`src/sv/ffsa_pkg.sv`:
```
`timescale 1ns / 1ps
`default_nettype none

package ffsa_pkg;

  localparam int unsigned TABLE_GROUPS = 21;

  localparam int unsigned FreqW  = 16;
  localparam int unsigned DeltaW = 15;
  localparam int unsigned RecipW = 17;
  localparam int unsigned RecipShift = 16;
  localparam int unsigned CountW = 8;
  localparam int unsigned SlotW  = 12;
  localparam int unsigned GroupW = 5;
  localparam int unsigned AddrW  = 18;
  localparam int unsigned ProdW  = 23;

  localparam int unsigned PaddrW = 4;
  localparam int unsigned PdataW = 32;

  localparam logic [16:0] BaseAddrReset = 17'd80000;
  localparam logic [15:0] AntOffsetReset = 16'd4000;

  typedef enum logic [1:0] {
    RegAntennaSelect = 2'd0,
    RegBaseAddress   = 2'd1,
    RegAntennaOffset = 2'd2
  } reg_addr_e;

  typedef struct packed {
    logic        antenna_select;
    logic [16:0] base_address;
    logic [15:0] antenna_offset;
  } cfg_t;

  // group table, bounds inclusive
  localparam logic [FreqW-1:0] GroupLo [TABLE_GROUPS] = '{
    16'd1,     16'd1800,  16'd2001,  16'd3500,  16'd4001,  16'd7000,  16'd7301,
    16'd10010, 16'd10151, 16'd14000, 16'd14351, 16'd18068, 16'd18169, 16'd21000,
    16'd21451, 16'd24890, 16'd24991, 16'd28000, 16'd29701, 16'd50000, 16'd54001
  };

  localparam logic [FreqW-1:0] GroupHi [TABLE_GROUPS] = '{
    16'd1799,  16'd2000,  16'd3499,  16'd4000,  16'd6999,  16'd7300,  16'd10009,
    16'd10150, 16'd13999, 16'd14350, 16'd18067, 16'd18168, 16'd20999, 16'd21450,
    16'd24889, 16'd24990, 16'd27999, 16'd29700, 16'd49999, 16'd54000, 16'd55000
  };

  localparam logic [CountW-1:0] GroupCnt [TABLE_GROUPS] = '{
    8'd200, 8'd100, 8'd200, 8'd200, 8'd200, 8'd100, 8'd200,
    8'd100, 8'd200, 8'd100, 8'd200, 8'd100, 8'd200, 8'd200,
    8'd200, 8'd100, 8'd200, 8'd200, 8'd200, 8'd200, 8'd100
  };

  // running sum of the counts of all earlier groups
  localparam logic [SlotW-1:0] GroupBase [TABLE_GROUPS] = '{
    12'd0,    12'd200,  12'd300,  12'd500,  12'd700,  12'd900,  12'd1000,
    12'd1200, 12'd1300, 12'd1500, 12'd1600, 12'd1800, 12'd1900, 12'd2100,
    12'd2300, 12'd2500, 12'd2600, 12'd2800, 12'd3000, 12'd3200, 12'd3400
  };

endpackage

`default_nettype wire

```
`src/sv/ffsa_regs.sv`:
```
`timescale 1ns / 1ps
`default_nettype none

module ffsa_regs
  import ffsa_pkg::*;
(
  input  wire logic              clk_i,
  input  wire logic              rst_ni,
  input  wire logic              psel,
  input  wire logic              penable,
  input  wire logic              pwrite,
  input  wire logic [PaddrW-1:0] paddr,
  input  wire logic [PdataW-1:0] pwdata,
  output logic      [PdataW-1:0] prdata,
  output logic                   pready,
  output cfg_t                   cfg_o
);

  cfg_t      cfg_q, cfg_d;
  reg_addr_e sel;
  logic      wr_en;

  assign pready = 1'b1;
  assign sel    = reg_addr_e'(paddr[3:2]);
  assign wr_en  = psel && penable && pwrite && pready;

  always_comb begin
    cfg_d = cfg_q;
    if (wr_en) begin
      case (sel)
        RegAntennaSelect: cfg_d.antenna_select = pwdata[0];
        RegBaseAddress:   cfg_d.base_address   = pwdata[16:0];
        RegAntennaOffset: cfg_d.antenna_offset = pwdata[15:0];
        default: ;
      endcase
    end
  end

  always_ff @(posedge clk_i or negedge rst_ni) begin
    if (!rst_ni) begin
      cfg_q.antenna_select <= 1'b0;
      cfg_q.base_address   <= BaseAddrReset;
      cfg_q.antenna_offset <= AntOffsetReset;
    end else begin
      cfg_q <= cfg_d;
    end
  end

  always_comb begin
    case (sel)
      RegAntennaSelect: prdata = {31'd0, cfg_q.antenna_select};
      RegBaseAddress:   prdata = {15'd0, cfg_q.base_address};
      RegAntennaOffset: prdata = {16'd0, cfg_q.antenna_offset};
      default:          prdata = '0;
    endcase
  end

  assign cfg_o = cfg_q;

endmodule

`default_nettype wire

```
`src/sv/frequency_to_flash_slot_address.sv`:
```
`timescale 1ns / 1ps
`default_nettype none

// channel  direction  handshake                   payload
// in       request    in_valid_i / in_stall_o     frequency_khz_i
// out      result     out_valid_o / out_stall_i   flash_address_o, slot_index_o,
//                                                 group_index_o, invalid_o
// config   apb        psel, penable, pwrite       paddr, pwdata, prdata, pready
//
// five register stages: group search, delta and reciprocal multiply, two
// check products, remainder correction and base sum, address add.
// one request per cycle while out_stall_i holds no stage; a request passes through
// the stage registers in order, and out_valid_o rises when it reaches the last.
// each stage holds when the one after it is full and held, so bubbles close up
// and a request is taken while a finished result waits.
// reset clears stage valid bits and loads the register reset values.

module frequency_to_flash_slot_address
  import ffsa_pkg::*;
#(
  parameter int unsigned GROUP_COUNT = 21
) (
  input  wire logic              clk_i,
  input  wire logic              rst_ni,
  input  wire logic              in_valid_i,
  output logic                   in_stall_o,
  input  wire logic [FreqW-1:0]  frequency_khz_i,
  output logic                   out_valid_o,
  input  wire logic              out_stall_i,
  output logic      [AddrW-1:0]  flash_address_o,
  output logic      [SlotW-1:0]  slot_index_o,
  output logic      [GroupW-1:0] group_index_o,
  output logic                   invalid_o,
  input  wire logic              psel,
  input  wire logic              penable,
  input  wire logic              pwrite,
  input  wire logic [PaddrW-1:0] paddr,
  input  wire logic [PdataW-1:0] pwdata,
  output logic      [PdataW-1:0] prdata,
  output logic                   pready
);

  localparam int unsigned SearchGroups =
    (GROUP_COUNT < TABLE_GROUPS) ? GROUP_COUNT : TABLE_GROUPS;

  cfg_t cfg;

  ffsa_regs u_regs (
    .clk_i   (clk_i),
    .rst_ni  (rst_ni),
    .psel    (psel),
    .penable (penable),
    .pwrite  (pwrite),
    .paddr   (paddr),
    .pwdata  (pwdata),
    .prdata  (prdata),
    .pready  (pready),
    .cfg_o   (cfg)
  );

  // per-group reciprocal floor(2^16 * count / span) and span
  logic [RecipW-1:0] recip_tab [TABLE_GROUPS];
  logic [DeltaW-1:0] span_tab  [TABLE_GROUPS];

  for (genvar g = 0; g < TABLE_GROUPS; g++) begin : g_tab
    localparam int unsigned Span  = int'(GroupHi[g]) - int'(GroupLo[g]);
    localparam int unsigned Recip = (Span == 0) ? 0 :
                                    ((1 << RecipShift) * int'(GroupCnt[g])) / Span;
    assign recip_tab[g] = RecipW'(Recip);
    assign span_tab[g]  = DeltaW'(Span);
  end

  // stage handshake
  logic v1_q, v2_q, v3_q, v4_q, v5_q;
  logic adv1, adv2, adv3, adv4, adv5;

  assign adv5 = !v5_q || !out_stall_i;
  assign adv4 = !v4_q || adv5;
  assign adv3 = !v3_q || adv4;
  assign adv2 = !v2_q || adv3;
  assign adv1 = !v1_q || adv2;
  assign in_stall_o = !adv1;

  always_ff @(posedge clk_i or negedge rst_ni) begin
    if (!rst_ni) begin
      v1_q <= 1'b0;
      v2_q <= 1'b0;
      v3_q <= 1'b0;
      v4_q <= 1'b0;
      v5_q <= 1'b0;
    end else begin
      if (adv1) v1_q <= in_valid_i;
      if (adv2) v2_q <= v1_q;
      if (adv3) v3_q <= v2_q;
      if (adv4) v4_q <= v3_q;
      if (adv5) v5_q <= v4_q;
    end
  end

  // stage 1: group search
  logic [SearchGroups-1:0] hit;
  logic [GroupW-1:0]       grp1_d;
  logic [FreqW-1:0]        f1_q;
  logic [GroupW-1:0]       grp1_q;
  logic                    found1_q;

  for (genvar g = 0; g < SearchGroups; g++) begin : g_hit
    assign hit[g] = (frequency_khz_i >= GroupLo[g]) && (frequency_khz_i <= GroupHi[g]);
  end

  // groups do not overlap, so at most one bit is set
  always_comb begin
    grp1_d = '0;
    for (int g = 0; g < SearchGroups; g++) begin
      if (hit[g]) grp1_d = grp1_d | GroupW'(g);
    end
  end

  always_ff @(posedge clk_i) begin
    if (adv1) begin
      f1_q     <= frequency_khz_i;
      grp1_q   <= grp1_d;
      found1_q <= |hit;
    end
  end

  // stage 2: delta into the group and reciprocal estimate
  logic [DeltaW-1:0]   d1;
  logic [31:0]         prod1;
  logic [DeltaW-1:0]   d2_q;
  logic [CountW-1:0]   qe2_q;
  logic [GroupW-1:0]   grp2_q;
  logic                found2_q;

  assign d1    = DeltaW'(f1_q - GroupLo[grp1_q]);
  assign prod1 = {17'd0, d1} * {15'd0, recip_tab[grp1_q]};

  always_ff @(posedge clk_i) begin
    if (adv2) begin
      d2_q     <= d1;
      qe2_q    <= prod1[RecipShift +: CountW];
      grp2_q   <= grp1_q;
      found2_q <= found1_q;
    end
  end

  // stage 3: exact products for the remainder check
  logic [ProdW-1:0]  qs3_q, dc3_q;
  logic [CountW-1:0] qe3_q;
  logic [GroupW-1:0] grp3_q;
  logic              found3_q;

  always_ff @(posedge clk_i) begin
    if (adv3) begin
      qs3_q    <= ProdW'({15'd0, qe2_q} * {8'd0, span_tab[grp2_q]});
      dc3_q    <= ProdW'({8'd0, d2_q} * {15'd0, GroupCnt[grp2_q]});
      qe3_q    <= qe2_q;
      grp3_q   <= grp2_q;
      found3_q <= found2_q;
    end
  end

  // stage 4: estimate is at most one low, fix it and add the group base
  logic [ProdW-1:0]  rem3;
  logic              corr3;
  logic [SlotW-1:0]  slot4_q;
  logic [GroupW-1:0] grp4_q;
  logic              found4_q;

  assign rem3  = dc3_q - qs3_q;
  assign corr3 = rem3 >= ProdW'(span_tab[grp3_q]);

  always_ff @(posedge clk_i) begin
    if (adv4) begin
      slot4_q  <= found3_q ?
                  GroupBase[grp3_q] + SlotW'(qe3_q) + SlotW'(corr3) : '0;
      grp4_q   <= found3_q ? grp3_q : '0;
      found4_q <= found3_q;
    end
  end

  // stage 5: byte address
  logic [AddrW-1:0]  addr4;
  logic [AddrW-1:0]  addr5_q;
  logic [SlotW-1:0]  slot5_q;
  logic [GroupW-1:0] grp5_q;
  logic              inv5_q;

  assign addr4 = AddrW'({slot4_q, 1'b0}) + AddrW'(cfg.base_address) +
                 (cfg.antenna_select ? AddrW'(cfg.antenna_offset) : '0);

  always_ff @(posedge clk_i) begin
    if (adv5) begin
      addr5_q <= found4_q ? addr4 : '0;
      slot5_q <= slot4_q;
      grp5_q  <= grp4_q;
      inv5_q  <= !found4_q;
    end
  end

  assign out_valid_o     = v5_q;
  assign flash_address_o = addr5_q;
  assign slot_index_o    = slot5_q;
  assign group_index_o   = grp5_q;
  assign invalid_o       = inv5_q;

  a_stall_full: assert property (@(posedge clk_i) disable iff (!rst_ni)
    in_stall_o |-> (v1_q && v2_q && v3_q && v4_q && v5_q))
    else $error("input held while a stage is empty");

  a_hold_stage4: assert property (@(posedge clk_i) disable iff (!rst_ni)
    (v5_q && out_stall_i && v4_q) |=> v4_q)
    else $error("request dropped behind a held result");

  a_invalid_zero: assert property (@(posedge clk_i) disable iff (!rst_ni)
    (out_valid_o && invalid_o) |->
      (flash_address_o == '0 && slot_index_o == '0 && group_index_o == '0))
    else $error("invalid result carries nonzero fields");

  // base and offset may be odd, so only the slot range is checked
  a_slot_range: assert property (@(posedge clk_i) disable iff (!rst_ni)
    out_valid_o |-> (slot_index_o <= SlotW'(3500)))
    else $error("slot out of range");

endmodule

`default_nettype wire

```
`config.mk`:
```
export PLATFORM = sky130hd
export DESIGN_NAME = frequency_to_flash_slot_address
export DESIGN_NICKNAME = d
export VERILOG_FILES = /design/src/sv/ffsa_pkg.sv /design/src/sv/ffsa_regs.sv /design/src/sv/frequency_to_flash_slot_address.sv
export SDC_FILE = /design/constraint.sdc
export NUM_CORES = 1
export LEC_CHECK = 0
export BUFFER_PORTS_ARGS = -buffer_cell sky130_fd_sc_hd__buf_2
export CAP_MARGIN = 20
export CORE_UTILIZATION = 55
export DETAILED_ROUTE_END_ITERATION = 7
export HOLD_SLACK_MARGIN = 0.15
export PLACE_DENSITY = 0.8
export SYNTH_ARGS = -nofsm -noshare
export SYNTH_HDL_FRONTEND = slang
export SYNTH_SLANG_ARGS = --single-unit
```
`constraint.sdc`:
```
create_clock -name clk_i -period 11.1 [get_ports clk_i]
set_input_delay 0.555 -clock clk_i [delete_from_list [all_inputs] [get_ports clk_i]]
set_output_delay 0.555 -clock clk_i [all_outputs]
set_load 0.005 [all_outputs]
```
==> run summary, run 1 <==
run status: complete, no violations
chip width: 215 µm
Critical Path End Type: register
Crit-path slowest cell: fa_1
gp weighted congestion: 0.969
clock sinks: 201
clk_skew: 0.0157 ns
GRT Residual Overflow: 0
area grow syn2layout: 7.66%
CTS Buffer Depth: 3
Starting Density: 56.0%
Die H: 215 µm
DR vias/cell: 5.88
CTS Buf Count: 23
actual slew at the worst max-slew pin: 1.08 ns
f_max: 97.6 MHz
Setup Viol. Count Final: 0
Synth area leaders: fa_1, edfxtp_1, ha_1
post-synthesis sequential area ratio: 23.5%
Maximum Capacitance Violations: 0
input/output buffers: 96
flop2flop setup slack: 0.86 ns
Worst EP arrival: 10.53 ns
Setup Buffers After CTS: 0
Crit Path Max Fanout: 9
cell area after synthesis: 24,900 µm²
CP Capture Point: qe2_q[7]
# rows: 77
CTS root buf: clkbuf_16
largest net degree at the start of global routing: 60
Via Count: 19,438
Crit path top cell by count: fa_1
Yosys Warn Count: 0
unrepaired setup endpoints after global routing: false
min Tclk post-route: 10.24 ns
CP Data Required Time: 11.39 ns
post-synth cell types: 86
Post-synth EDFFs: 162
Slew headroom: 27.3%
most numerous cell in the Yosys netlist: inv_1
DRT Pass-1 Iters: 6
H-tree levels: 1
core outline area: 44,400 µm²
CP Launch Point: grp1_q[0]
Clock Latency Late Sink: 0.55 ns
initial DRC count: 1,720
Most used DFF post-synth: edfxtp_1
first-pass GRT wire length: 101,000 µm
ANT cells: 0
cell taking the most area after synthesis: fa_1
fraction of registers with async set/reset: 19.4%
Slew Viols, Final: 0
vias in the first global route: 20,196
launch point of the worst reg-to-reg path: grp1_q[0]
RR Endpoint: qe2_q[7]
drt drc: 0
WS Path Type: register to register
Post-Syn Instances: 2,641
Routed WL: 61,500 µm
commonest cells in the netlist: inv_1, fa_1, nand2_1
R2R cell count: 36
clock-pin slew on the worst setup and hold paths: 0.06 ns
final hold violation count: 0
initial antenna violation count: 0
CTS tree: done
Total Neg Setup Slack: 0 ns
Max stage delay on crit path: 0.56 ns
Yosys top cell area share: 22.7%
fillers: 3,642
layout cells sized above 1: 9.39%
Tot GR Track Use: 27.3%
DP HPWL: 48,100 µm
syn_area_per_cell: 9.42 µm²
HP Class: input port to register
final worst-path cycle share: 92.3%
Net count, final: 3,301
Startpoint Class: register
routed len/inst: 18.6 µm
die area: 46,100 µm²
Post-DRT Antenna Nets: 0
Synth Register Bits: 201
Ports: 130
[how the worst min path moves through the flow]
stage	from	end	slack (ns)	depth (start not counted)
after floorplan	rst_ni	out_valid_o	0.26	0
after global placement	grp4_q[2]	group_index_o[2]	0.40	0
after detailed placement	found1_q	found2_q	0.41	0
after CTS	pwdata[16]	u_regs.cfg_o[32]	0.21	2
after global routing	pwdata[16]	u_regs.cfg_o[32]	0.23	2
final	pwdata[16]	u_regs.cfg_o[32]	0.24	2
[stage by stage]
| step | instance area [µm²] | hold WS (ns) | utilization (%) | instances | setup WS [ns] |
|---|---|---|---|---|---|
| finish | 26800 | 0.240 | 60.3 | 3308 | 0.856 |
| global route | 26800 | 0.230 | 60.3 | 3308 | 0.362 |
| CTS | 26800 | 0.213 | 60.3 | 3306 | 0.965 |
| detailed placement | 25900 | 0.408 | 58.4 | 3263 | 0.990 |
| global placement | 25900 | 0.403 | 58.4 | 3263 | 1.19 |
| floorplan | 24900 | 0.259 | - | 2655 | 1.56 |
[critical path: cells and delay by family, from the launching register on]
family,cells,cell delay [ns]
AOI/OAI and AO/OA,15,3.29
xor gates and xnor gates,2,0.52
adders and majority gates,9,4.12
buffers and inverters,5,0.67
DFF,1,0.38
muxes,1,0.24
and+or+nand+nor,4,0.73
[state kept, by name (all words and copies together) (netlist names), 5 cells and up]
register and flops:
qs3_q 23, grp4_q 5, u_regs.cfg_o 34, group_index_o 5, slot4_q 12, flash_address_o 18, qe2_q 8, dc3_q 21
qe3_q 8, f1_q 15, grp3_q 5, grp1_q 5, slot_index_o 12, grp2_q 5, d2_q 15
[area by class of cell]
type | instances | area, µm² | area share (%)
Multi-Input combinational cell | 1969 | 17200 | 64.2
Sequential cell | 201 | 5850 | 21.9
Inverter | 369 | 1390 | 5.17
Timing Repair Buffer | 135 | 771 | 2.88
Tap cell | 592 | 741 | 2.76
Clock buffer | 31 | 698 | 2.61
Clock inverter | 11 | 138 | 0.514
[timing repair]
item | 4_1_cts | 5_1_grt
hold buffers | 1 | 0
hold endpoints to repair | 28 | 0
gates resized for setup | 0 | 0
[metal layers]
layer,GRT usage [%],share of wire [%]
met1,34.3,40
met2,48.1,50
met3,3.58,7.0
met4,9.31,3.6
met5,0,0
[cells in the final DEF (no fill, tap or decap), types with 70 or more instances in the layout]
cell type and count:
buf_2 97, fa_1 282, inv_1 364, ha_1 261, nand2_1 271, o21ai_0 90
and2_1 116, nor2_1 226, xnor2_1 70, edfxtp_1 162, a21oi_1 110
[kinds of logic (layout without fill, tap and decap cells)]
| group | Yosys count | count (layout) | synth area share [%] |
|---|---|---|---|
| fa+ha+maj | 543 | 543 | 35.8 |
| other cells | 2 | 16 | 0.0302 |
| buf+inv | 485 | 546 | 7.62 |
| xor+xnor | 93 | 93 | 3.41 |
| flops | 201 | 201 | 23.5 |
| mux | 52 | 52 | 2.28 |
| simple gates | 822 | 822 | 15.6 |
| compound gates | 443 | 443 | 11.8 |
Power of run 1 is not shown: default switching activity piles up to over one toggle a cycle in this logic, so the estimate is an artifact.
==> run 2, diff against run 1 <==
--- a/config.mk
+++ b/config.mk
@@ -5,12 +5,12 @@
 export SDC_FILE = /design/constraint.sdc
 export NUM_CORES = 1
 export LEC_CHECK = 0
-export BUFFER_PORTS_ARGS = -buffer_cell sky130_fd_sc_hd__buf_2
-export CAP_MARGIN = 20
+export BUFFER_PORTS_ARGS = -buffer_cell sky130_fd_sc_hd__buf_4
 export CORE_UTILIZATION = 55
 export DETAILED_ROUTE_END_ITERATION = 7
 export HOLD_SLACK_MARGIN = 0.15
 export PLACE_DENSITY = 0.8
+export RECOVER_POWER = 50
 export SYNTH_ARGS = -nofsm -noshare
 export SYNTH_HDL_FRONTEND = slang
 export SYNTH_SLANG_ARGS = --single-unit
==> run summary, run 2 (same netlist as run 1, synthesis figures left out) <==
Crit-path slowest cell: fa_1
GRT Residual Overflow: 0
Slew Viols, Final: 131
initial antenna violation count: 0
WS Path Type: register to register
H-tree levels: 1
Critical Path End Type: register
f_max: 99.1 MHz
CTS root buf: clkbuf_16
Via Count: 19,357
initial DRC count: 1,553
fin worst setup slack: 1.01 ns
Routed WL: 61,400 µm
Worst Hold Slack: 0.229 ns
Worst EP arrival: 10.37 ns
actual slew at the worst max-slew pin: 3.05 ns
Tot GR Track Use: 27.1%
Setup Buffers After CTS: 0
Startpoint Class: register
Clock Latency Late Sink: 0.55 ns
die area: 46,100 µm²
Starting Density: 56.0%
number of flip-flops in the largest register: 34
CP Data Required Time: 11.37 ns
chip width: 215 µm
post-place setup slack: 1.11 ns
area of placed instances: 26,200 µm²
min Tclk post-route: 10.09 ns
violated checks: max-capacitance violations, max-slew violations
final hold violation count: 0
clock-pin slew on the worst setup and hold paths: 0.06 ns
# rows: 77
run status: complete, but fails checks
input/output buffers: 96
most common cell after layout, fill and taps aside: inv_1
clk_skew: 0.0338 ns
DR vias/cell: 5.85
Total Neg Setup Slack: 0 ns
CTS Buf Count: 23
Slew headroom: -104%
most frequent cells in the layout: inv_1, fa_1, nand2_1, ha_1, nor2_1
cell area after layout: 26,900 µm²
CTS tree: done
HP Class: input port to register
Maximum Capacitance Violations: 3
CTS Buffer Depth: 3
Setup Viol. Count Final: 0
unrepaired setup endpoints after global routing: false
area grow syn2layout: 8.13%
gp weighted congestion: 0.989
DRT Pass-1 Iters: 6
Crit Path Max Fanout: 8
vias in the first global route: 19,926
largest net degree at the start of global routing: 60
final worst-path cycle share: 90.9%
first-pass GRT wire length: 101,000 µm
core outline area: 44,400 µm²
Ports: 130
routed len/inst: 18.6 µm
layout cells sized above 1: 8.39%
clock sinks: 201
Die H: 215 µm
Crit path top cell by count: fa_1
Post-DRT Antenna Nets: 0
DP HPWL: 48,200 µm
Max stage delay on crit path: 0.56 ns
Net count, final: 3,302
ANT cells: 0
drt drc: 0
-- run 2: final timing paths --
path | cells after the start | to | startpoint | slack (ns)
max | 36 | qe2_q[7] | grp1_q[1] | 1.01
min | 2 | v1_q | in_valid_i | 0.23
max reg2reg | 36 | qe2_q[7] | grp1_q[1] | 1.01
min reg2reg | 0 | group_index_o[3] | grp4_q[3] | 0.42
max in group asynchronous | 2 | u_regs.cfg_o[31] | rst_ni | 8.78
min in group asynchronous | 2 | u_regs.cfg_o[17] | rst_ni | 1.13
-- run 2: cell type report --
type                    count  area, µm²
well taps                 592        741
multi-input cells        1969      17200
fillers                  3641      17500
clock inverters            16        198
flip-flops and latches    201       5850
repair buffers            136        945
clock buffers              26        587
inverters                 369       1390
-- run 2: repair_timing --
action	in CTS	in global routing
resized for setup	0	0
hold buffers	1	0
hold endpoints to repair	28	0
-- run 2: critical path, delay by kind of cell, from the launching register on --
kind                       cells  cell delay (ns)
AOI/OAI and AO/OA             15             3.25
DFF                            1             0.38
adders and majority gates      9             4.11
and+or+nand+nor                4             0.73
xor gates and xnor gates       2             0.55
buffers and inverters          5             0.61
muxes                          1             0.18
-- run 2: per-layer routing --
layer / share of wire, % / track usage, % / vias up
met5: 0 / 0 / -
met4: 3.8 / 9.38 / 0
met1: 39 / 33.8 / 9420
met2: 49 / 47.8 / 856
met3: 7.5 / 3.98 / 184
li1: - / - / 8897
-- run 2: through the flow --
step / util, % / instances
floorplan: - / 2655
global placement: 59.0 / 3266
global route: 60.6 / 3309
detailed placement: 59.0 / 3266
finish: 60.6 / 3309
CTS: 60.8 / 3309
Power of run 2 is left out for the same reason.
==> run 3, diff against run 2 <==
--- a/config.mk
+++ b/config.mk
@@ -6,6 +6,7 @@
 export NUM_CORES = 1
 export LEC_CHECK = 0
 export BUFFER_PORTS_ARGS = -buffer_cell sky130_fd_sc_hd__buf_4
+export CORE_MARGIN = 2
 export CORE_UTILIZATION = 55
 export DETAILED_ROUTE_END_ITERATION = 7
 export HOLD_SLACK_MARGIN = 0.15
==> run summary, run 3 (same netlist as run 1, synthesis figures left out) <==
CTS tree: done
largest net degree at the start of global routing: 60
Crit-path slowest cell: fa_1
Routed WL: 62,000 µm
Startpoint Class: register
Crit path top cell by count: fa_1
fillers: 3,631
Post-DRT Antenna Nets: 0
actual slew at the worst max-slew pin: 2.13 ns
Max stage delay on crit path: 0.55 ns
R2R cell count: 37
violated checks: max-capacitance violations, max-slew violations
HP Class: input port to register
min Tclk post-route: 10.06 ns
CP Data Required Time: 11.41 ns
Net count, final: 3,303
initial DRC count: 1,862
routed len/inst: 18.7 µm
Maximum Capacitance Violations: 3
number of flip-flops in the largest register: 34
layout cells sized above 1: 8.75%
Setup Viol. Count Final: 0
H-tree levels: 1
first-pass GRT wire length: 102,000 µm
CTS Buf Count: 25
DP HPWL: 48,300 µm
Tot GR Track Use: 26.9%
Slew headroom: -42.0%
DR vias/cell: 5.87
clk_skew: 0.0218 ns
CTS Buffer Depth: 3
unrepaired setup endpoints after global routing: false
Total Neg Setup Slack: 0 ns
Slew Viols, Final: 109
gp weighted congestion: 0.968
Die H: 217 µm
DRT Pass-1 Iters: 8
initial antenna violation count: 0
area grow syn2layout: 8.62%
WS Path Type: register to register
core outline area: 44,400 µm²
CP Launch Point: grp1_q[0]
chip width: 217 µm
final hold violation count: 0
# rows: 77
flop2flop setup slack: 1.04 ns
run status: complete, but fails checks
Starting Density: 56.0%
CTS root buf: clkbuf_16
clock-pin slew on the worst setup and hold paths: 0.06 ns
most frequent cells in the layout: inv_1, fa_1, nand2_1, ha_1, nor2_1
die area: 47,000 µm²
f_max: 99.4 MHz
area of placed instances: 26,200 µm²
most common cell after layout, fill and taps aside: inv_1
ANT cells: 0
hold path startpoint: in_valid_i
vias in the first global route: 20,310
Clock Latency Late Sink: 0.56 ns
drt drc: 0
clock sinks: 201
Hold Path End: v1_q
RR Endpoint: qe2_q[7]
input/output buffers: 96
Via Count: 19,435
GRT Residual Overflow: 0
Crit Path Max Fanout: 16
Ports: 130
hold depth: 2
Worst EP arrival: 10.37 ns
Critical Path End Type: register
launch point of the worst reg-to-reg path: grp1_q[0]
final worst-path cycle share: 90.6%
cell area after layout: 27,000 µm²
[run 3: changes by cell type in the layout (fill, tap and decap cells not counted), sizes merged]
cell      before  now
buf           89  110
bufinv         4    5
clkbuf        72   52
clkinv        12   10
clkinvlp       2    3
inv          367  369
[run 3: what timing repair did]
action,CTS,global route
resized for setup,0,0
hold buffers,1,0
hold endpoints to repair,28,0
buffers inserted,0,0
[run 3: through the flow]
| step | hold WS, ns | utilization [%] | std cells | setup WS (ns) |
|---|---|---|---|---|
| after global routing | 0.207 | 60.9 | 3312 | 0.473 |
| after global placement | 0.403 | 59.0 | 3265 | 1.20 |
| final | 0.222 | 60.9 | 3312 | 1.04 |
| after detailed placement | 0.405 | 59.0 | 3265 | 1.14 |
| after CTS | 0.198 | 61.0 | 3312 | 1.13 |
| after floorplan | 0.259 | - | 2655 | 1.56 |
[run 3: how the worst max path moves through the flow]
stage | endpoint | slack (ns) | cells past startpoint
final | qe2_q[7] | 1.04 | 37
after global routing | qe2_q[7] | 0.47 | 37
after CTS | qe2_q[7] | 1.13 | 37
after detailed placement | qe2_q[7] | 1.14 | 37
after global placement | qe2_q[7] | 1.20 | 35
after floorplan | qe2_q[7] | 1.56 | 37
[run 3: critical path, delay by kind of cell, from the launching register on]
kind | cells | cell delay (ns)
and+or+nand+nor | 4 | 0.71
AOI/OAI and AO/OA | 15 | 3.35
muxes | 1 | 0.12
xor gates and xnor gates | 2 | 0.36
DFF | 1 | 0.32
buffers and inverters | 6 | 0.76
adders and majority gates | 9 | 4.15
[run 3: layer usage]
layer	part of all wire, %	GRT usage, %	up-vias	wire (µm)
li1	-	-	8888	-
met1	39	34.0	9492	24100
met2	50	47.7	875	30800
met3	7.8	3.56	180	4810
met4	3.7	9.36	0	2280
met5	0	0	-	0
[run 3: cell type report]
type	instances	area, µm²	share of cell area [%]
Inverter	369	1390	5.12
Tap cell	592	741	2.74
Sequential cell	201	5850	21.7
Clock buffer	28	647	2.39
Timing Repair Buffer	135	941	3.48
Multi-Input combinational cell	1969	17200	63.6
Clock inverter	18	263	0.972
Power of run 3 is left out for the same reason.
